File: src/design/bdpd_pkg.sv
package bdpd_pkg;

  // Geometry of the block
  localparam int unsigned REF_BITS      = 32;
  localparam int unsigned DUMP_POS_BITS = 16;

  localparam int unsigned IDX_W   = $clog2(REF_BITS);
  localparam int unsigned CNT_W   = $clog2(REF_BITS + 1);
  localparam int unsigned ARITH_W = ((DUMP_POS_BITS > CNT_W) ? DUMP_POS_BITS : CNT_W) + 1;

  // Register and field widths
  localparam int unsigned REF_BITS_W   = 32;
  localparam int unsigned REF_LEN_W    = 6;
  localparam int unsigned MIN_RUN_W    = 6;
  localparam int unsigned CFG_IDX_W    = 2;
  localparam int unsigned CFG_DATA_W   = 32;
  localparam int unsigned REF_START_W  = 5;
  localparam int unsigned RUN_LEN_W    = 6;
  localparam int unsigned IN_DATA_W    = 8;
  localparam int unsigned OUT_FIELDS_W = REF_START_W + DUMP_POS_BITS + RUN_LEN_W;
  localparam int unsigned OUT_DATA_W   = ((OUT_FIELDS_W + 7) / 8) * 8;

  localparam logic [REF_LEN_W-1:0] REF_LENGTH_RST = REF_LEN_W'(32);
  localparam logic [MIN_RUN_W-1:0] MIN_RUN_RST    = MIN_RUN_W'(8);

  typedef enum logic [CFG_IDX_W-1:0] {
    CFG_REF_BITS   = 2'd0,
    CFG_REF_LENGTH = 2'd1,
    CFG_MIN_RUN    = 2'd2
  } cfg_reg_e;

  // Per-bit control broadcast to every cell
  typedef struct packed {
    logic                     step;
    logic                     dump_bit;
    logic                     last;
    logic [CNT_W-1:0]         len_use;
    logic [MIN_RUN_W-1:0]     thr;
    logic [DUMP_POS_BITS-1:0] dump_pos;
  } bdpd_ctrl_t;

  // Run finished in one cell on the current bit
  typedef struct packed {
    logic                     valid;
    logic [IDX_W-1:0]         ref_start;
    logic [DUMP_POS_BITS-1:0] dump_start;
    logic [CNT_W-1:0]         run_length;
    logic                     dzero;
  } bdpd_res_t;

  // Next result offered by the sorter
  typedef struct packed {
    logic                     valid;
    logic [IDX_W-1:0]         ref_start;
    logic [DUMP_POS_BITS-1:0] dump_start;
    logic [CNT_W-1:0]         run_length;
    logic                     last;
  } bdpd_head_t;

  function automatic logic [IDX_W-1:0] lowest_set(logic [REF_BITS-1:0] v);
    logic [IDX_W-1:0] idx;
    idx = '0;
    for (int i = REF_BITS - 1; i >= 0; i--) begin
      if (v[i]) idx = IDX_W'(i);
    end
    return idx;
  endfunction

  function automatic logic [IDX_W-1:0] highest_set(logic [REF_BITS-1:0] v);
    logic [IDX_W-1:0] idx;
    idx = '0;
    for (int i = 0; i < REF_BITS; i++) begin
      if (v[i]) idx = IDX_W'(i);
    end
    return idx;
  endfunction

endpackage

File: src/design/bdpd_cell.sv
module bdpd_cell (
  input  logic                           clk_i,
  input  logic                           rst_ni,
  input  logic [bdpd_pkg::IDX_W-1:0]     cell_idx_i,
  input  logic                           ref_bit_i,
  input  logic [bdpd_pkg::CNT_W-1:0]     prev_cnt_i,
  input  bdpd_pkg::bdpd_ctrl_t           ctrl_i,
  output logic [bdpd_pkg::CNT_W-1:0]     cnt_o,
  output bdpd_pkg::bdpd_res_t            res_o
);
  import bdpd_pkg::*;

  logic [CNT_W-1:0]         cnt_q, cnt_d;
  logic [CNT_W-1:0]         inc;
  logic [CNT_W-1:0]         run_len;
  logic                     match, active, at_end, rep_a, rep_b;
  logic [DUMP_POS_BITS-1:0] y_prev, y_end;
  logic [IDX_W:0]           x_end;
  logic [ARITH_W-1:0]       end_plus;

  assign match  = (ref_bit_i == ctrl_i.dump_bit);
  assign active = 32'(cell_idx_i) < 32'(ctrl_i.len_use);
  assign at_end = (32'(cell_idx_i) + 32'd1) == 32'(ctrl_i.len_use);
  assign inc    = prev_cnt_i + CNT_W'(1);

  // Run on this diagonal closes here at the reference end or on the final bit
  assign rep_a = active && match && (at_end || ctrl_i.last) && (32'(inc) >= 32'(ctrl_i.thr));
  // Mismatch closes the run that reached the previous cell on the previous bit
  assign rep_b = active && !match && (32'(prev_cnt_i) >= 32'(ctrl_i.thr));

  always_comb begin
    y_prev   = (ctrl_i.dump_pos == '0) ? '0 : ctrl_i.dump_pos - DUMP_POS_BITS'(1);
    run_len  = match ? inc : prev_cnt_i;
    y_end    = match ? ctrl_i.dump_pos : y_prev;
    x_end    = match ? (IDX_W+1)'(cell_idx_i) + (IDX_W+1)'(1) : (IDX_W+1)'(cell_idx_i);
    end_plus = ARITH_W'(y_end) + ARITH_W'(1);

    res_o.valid      = rep_a || rep_b;
    res_o.run_length = run_len;
    res_o.ref_start  = IDX_W'(x_end - (IDX_W+1)'(run_len));
    // Start position floors at zero
    if (end_plus >= ARITH_W'(run_len)) begin
      res_o.dump_start = DUMP_POS_BITS'(end_plus - ARITH_W'(run_len));
    end else begin
      res_o.dump_start = '0;
    end
    res_o.dzero = (res_o.dump_start == '0);
  end

  always_comb begin
    cnt_d = cnt_q;
    if (ctrl_i.step) begin
      cnt_d = (active && match && !ctrl_i.last) ? inc : '0;
    end
  end

  always_ff @(posedge clk_i or negedge rst_ni) begin
    if (!rst_ni) begin
      cnt_q <= '0;
    end else begin
      cnt_q <= cnt_d;
    end
  end

  assign cnt_o = cnt_q;

endmodule

File: config.mk
export PLATFORM = sky130hd
export DESIGN_NAME = bdpd_cell
export DESIGN_NICKNAME = d
export VERILOG_FILES = /design/src/design/bdpd_pkg.sv /design/src/design/bdpd_cell.sv
export SDC_FILE = /design/constraint.sdc
export NUM_CORES = 1
export LEC_CHECK = 0
export BUFFER_PORTS_ARGS = -buffer_cell sky130_fd_sc_hd__buf_2
export CORE_AREA = 2 2 83 85
export DETAILED_ROUTE_END_ITERATION = 8
export DIE_AREA = 0 0 85 87
export GPL_TIMING_DRIVEN = 0
export PLACE_DENSITY = 0.79
export SYNTH_ARGS = -nofsm -noshare
export SYNTH_HDL_FRONTEND = slang
export SYNTH_SLANG_ARGS = --single-unit
File: constraint.sdc
create_clock -name clk_i -period 7.8 [get_ports clk_i]
set_input_delay 0.78 -clock clk_i [delete_from_list [all_inputs] [get_ports clk_i]]
set_output_delay 0.78 -clock clk_i [all_outputs]
set_load 0.02 [all_outputs]
After elaboration in Yosys (flattened, before gate mapping)
Cells that the tools add are included.
W data, S select, Z words.

storage, ports and cells
  register bits = 6
  logic and storage cells = 32

operators by class
  reductions and logical operators = 12
  order comparisons = 4
  add/subtract/negate cells = 7
  equality and inequality tests = 2
  multiplexer cells = 6

operator list
  kind                     count
  $mux W16                 3
  $logic_not A16 Y1        2
  $add A16 B1 Y17 const B  1
  $ge A17 B6 Y1            1
  $sub A16 B1 Y16 const B  1
  $sub A16 B6 Y16          1
  $ge A6 B6 Y1             2
  $mux W6                  2
  $add A5 B1 Y6 const B    1
  $add A6 B1 Y6 const B    1
  $eq A6 B6 Y1             1
  $logic_and A1 B1 Y1      6
  $lt A5 B6 Y1             1
  $add A5 B1 Y5 const B    1
  $mux W5                  1
  $sub A5 B5 Y5            1
  $logic_not A1 Y1         2
  $logic_or A1 B1 Y1       2
  $eq A1 B1 Y1             1

Depth between registers and ports, before layout
  depth after elaboration = 7
  depth in mapped cells = 20

Worst setup path after synthesis
No wires, ideal clock.

  kind = in2out
  start = input port ctrl_i[29] in the netlist's numbering
  end = output port res_o[0] in the netlist's numbering
  path slack = 2.316 ns
  stages = 19
  path buffers = 2
  arrival = 4.704 ns
  cells stage by stage = xor2_2 buf_6 clkbuf_1 nand2_1 a21oi_1 ha_1 nand2_1 or3_1 a21oi_1 ha_1 o21ai_0 a21oi_1 or2_2 a21oi_1 nand4_2 and4bb_4 xor2_1 o22a_1 a21oi_1

RTL lines
  item                RTL line        source
  start: declaration  bdpd_cell.sv:7  input bdpd_pkg::bdpd_ctrl_t ctrl_i,
  end: declaration    bdpd_cell.sv:9  output bdpd_pkg::bdpd_res_t res_o

==> metrics.md <==
| Metric | Value |
|---|---|
| Routed Wire Length | 7040 µm |
| Clock skew after layout | 0 ns |
| Die Footprint | 0.00740 mm² |
| Clock tree from TritonCTS | built |
| Number of enable-type register cells in the synthesized netlist | 0 |
| Leakage dissipation | 0.00152 µW |
| Number of global-route vias before repair | 2,723 |
| Clock period minus worst slack | 6.11 ns |
| Cts bufs inserted | 3 |
| Share of layout cells above drive strength 1 | 27.1% |
| DP Wirelength | 6140 µm |
| Global placer's final weighted congestion | 0.892 |
| Leading post-synthesis cells by cell area | sky130_fd_sc_hd__ha_1 (13%), sky130_fd_sc_hd__xnor2_1 (8.3%), sky130_fd_sc_hd__xor2_1 (6.8%) |
| Met2 Use GR | 33.2% |
| Async set or reset register ratio after synthesis | 100% |
| CTS sink cnt | 6 |
| Largest delay contributor family on the critical path | simple AND/OR/NAND/NOR gates |
| Final setup violating endpoints | 0 |
| Met3 routing resource usage after global routing | 2.37% |
| Final std cells w/o fill | 537 |
| H-tree levels | 1 |
| Most common library cells after synthesis | sky130_fd_sc_hd__nor2_1 (32), sky130_fd_sc_hd__ha_1 (30), sky130_fd_sc_hd__inv_1 (29) |
| Setup Total Neg Slack | 0 ns |
| Setup repair after global routing missed its margin | no |
| Most frequent cell on the critical path | sky130_fd_sc_hd__a21oi_1 |
| Synthesized area divided by synthesized cell count | 7.52 µm² |
| Antenna violations before repair | 0 |
| Count of input and output buffers | 76 |
| Worst min-delay path category | in2async |
| Internal power | 179 µW |
| Fraction of power consumed by the clock network | 12.3% |
| Ratio of routed vias to standard cells | 5.42 |
| Count of pins over their slew limit | 0 |
| Sequential-to-total area share from yosys stat | 5.28% |
| Maximum number of pins on one net before global-route repair | 11 |
| Number of maximum-capacitance constraint violations | 0 |
| List of cells traversed by the critical path | buf_2, xor2_2, buf_6, clkbuf_1, nand2_1, a21oi_1, ha_1, nand2_1, or3_1, a21oi_1, ha_1, o21ai_0, a21oi_1, or2_2, a21oi_1, nand4_2, and4bb_4, nor3b_4, buf_6, nor2_2, buf_2 |
| Sequential group share of total power | 9.4% |
| Drt wl/cell | 13.1 µm |
| Worst Setup End Kind | primary output |
| NumNets Final | 536 |
| Seq cells post-synth | 6 |
| Remaining DRCs | 0 |
| Warnings, synthesis | 0 |
| DIE HEIGHT | 87 µm |
| Number of instances resized during post-cts repair | 0 |
| Count of hold-fix buffers inserted at cts | 0 |
| Highest achievable clock rate | 164 MHz |
| Power density of the placed cells | 109 mW/mm² |
| Fraction of post-synthesis cell area in the top cell type by area | 13.2% |
| Total standard cell area after synthesis | 0.00284 mm² |
| Iteration-0 DRC count of the detailed router | 76 |
| Worst Path Class, Setup | in2out |
| VDD IR-drop max | 0.0893 mV |
| Outcome | finished clean |
| CP Buf/Inv Count | 5 |
| Hold violation total from the final report | 0 |
| Horiz. Die Dim | 85 µm |
| TritonRoute pass-1 iters | 4 |
| Root buffer cell | sky130_fd_sc_hd__clkbuf_8 |
| Maximum clock path buffer count | 2 |
| Residual overflow from global routing | 0 |
| Data arrival time of the worst path | 5.33 ns |
| Post-route core utilization | 51.2% |
| Yosys top cell by area | sky130_fd_sc_hd__ha_1 |
| Post-synth top flop | sky130_fd_sc_hd__dfrtp_1 |
| Global-route wire length before repair | 11,800 µm |
| Effective utilization at floorplan | 43.3% |
| Vias | 2,910 |
| Synth cell types | 71 |
| Switching Fraction | 51.2% |
| Placed Instances | 534 |
| Antenna Nets Post-Route | 0 |
| Flip-flop count of the largest register after layout | 6 |
| Post-synth net total | 455 |
| Clk pin slew, worst setup/hold paths | 0.04 ns |
| Most used routing layer in global routing | met2 |
| Top-count cell post-synth | sky130_fd_sc_hd__nor2_1 |
| Worst skew pair latency | 0.22 ns |
| WP data required | 7.02 ns |
| Final Worst Setup Slack | 1.69 ns |
| Placement row count | 30 |
| GRT Total Usage | 18.6% |
| Number of placed I/O pins | 80 |
| Switching power | 188 µW |
| Crit-path max FO | 10 |
| Area delta synth->final | 18.3% |
| N_diodes | 0 |
| Slowest cell on crit path | sky130_fd_sc_hd__xor2_2 |
| Slowest cell delay on critical path | 0.43 ns |
| Post-layout total power | 368 µW |
| Post-synthesis cell count | 378 |
| Met1 Usage GRT | 24.1% |
| Headroom to the max-slew limit | 48.6% |
| Comb power frac | 78.3% |
| Setup Fix Bufs, Post-CTS | 0 |
| Pre-CTS worst setup slack | 1.71 ns |
| Worst Tran Pin Value | 0.752 ns |
| Area of the core | 0.00657 mm² |
| Final worst-path cycle share | 78.4% |
| Crit path launch type | input port |
## cell families after synthesis
kind of cell             share of synthesized area, %
AO/OA/AOI/OAI                                    17.0
flip-flops                                       5.28
multiplexers                                     1.94
XOR/XNOR                                         16.8
buffers and inverters                            5.81
AND/OR/NAND/NOR                                  38.5
adder cells (fa/ha/maj)                          14.6
## worst reg2reg max path: stages (launching register included)
cell                      delay, ns
sky130_fd_sc_hd__dfrtp_1       0.33
sky130_fd_sc_hd__inv_1         0.04
sky130_fd_sc_hd__o21ai_0       0.16
## power groups by stage
stage | combinational [µW] | sequential, µW | clock [µW]
3_3_place_gp | 281 | 34.8 | 0
3_5_place_dp | 288 | 34.9 | 0
2_1_floorplan | 202 | 37.7 | 0
6_report | 288 | 34.5 | 45.3
5_1_grt | 318 | 34.7 | 48.7
4_1_cts | 289 | 34.5 | 46.5
## layout by cell type (no fill, tap or decap), drive strengths merged, types with 5 or more instances in the layout
cell | Yosys | layout
buf | 3 | 79
nor2 | 43 | 43
ha | 30 | 30
inv | 29 | 29
xnor2 | 29 | 29
nand2 | 26 | 26
xor2 | 23 | 23
a21oi | 19 | 19
o21ai | 17 | 17
nand4 | 16 | 16
nand3 | 14 | 14
nand2b | 12 | 12
nor2b | 11 | 11
nor3 | 10 | 10
clkbuf | 6 | 9
nor4 | 8 | 8
a21o | 6 | 6
and3 | 6 | 6
dfrtp | 6 | 6
nor3b | 5 | 5
## per-stage QoR
stage | cell area [µm²] | hold WS (ns)
2_1_floorplan | 2840 | 0.484
3_3_place_gp | 3320 | 0.513
3_5_place_dp | 3320 | 0.526
4_1_cts | 3370 | 0.374
5_1_grt | 3370 | 0.378
6_report | 3370 | 0.374
## routing by layer
layer  vias up  routed length [µm]
met5         -                   0
met4         0                  93
met1      1319                3270
met3        10                 265
li1       1522                   -
met2        59                3420
## worst paths after layout
kind	from	end	slack (ns)	cells after the start
min in group clk_i	cnt_o[2]$_DFFE_PN0P_	cnt_o[2]$_DFFE_PN0P_	0.53	2
max reg2reg	cnt_o[4]$_DFFE_PN0P_	cnt_o[4]$_DFFE_PN0P_	7.18	2
max in group asynchronous	rst_ni	cnt_o[2]$_DFFE_PN0P_	7.29	1
min	rst_ni	cnt_o[3]$_DFFE_PN0P_	0.37	1
max	ctrl_i[29]	res_o[14]	1.69	21
min reg2reg	cnt_o[2]$_DFFE_PN0P_	cnt_o[2]$_DFFE_PN0P_	0.53	2
## layout make-up
class	count	area (µm²)
Fill cell	619	3200
Multi-Input combinational cell	334	2530
Timing Repair Buffer	76	380
Sequential cell	6	150
Inverter	29	109
Tap cell	80	100
Buffer	9	56.3
Clock buffer	3	41.3
Power figures use the tool's default switching activity.
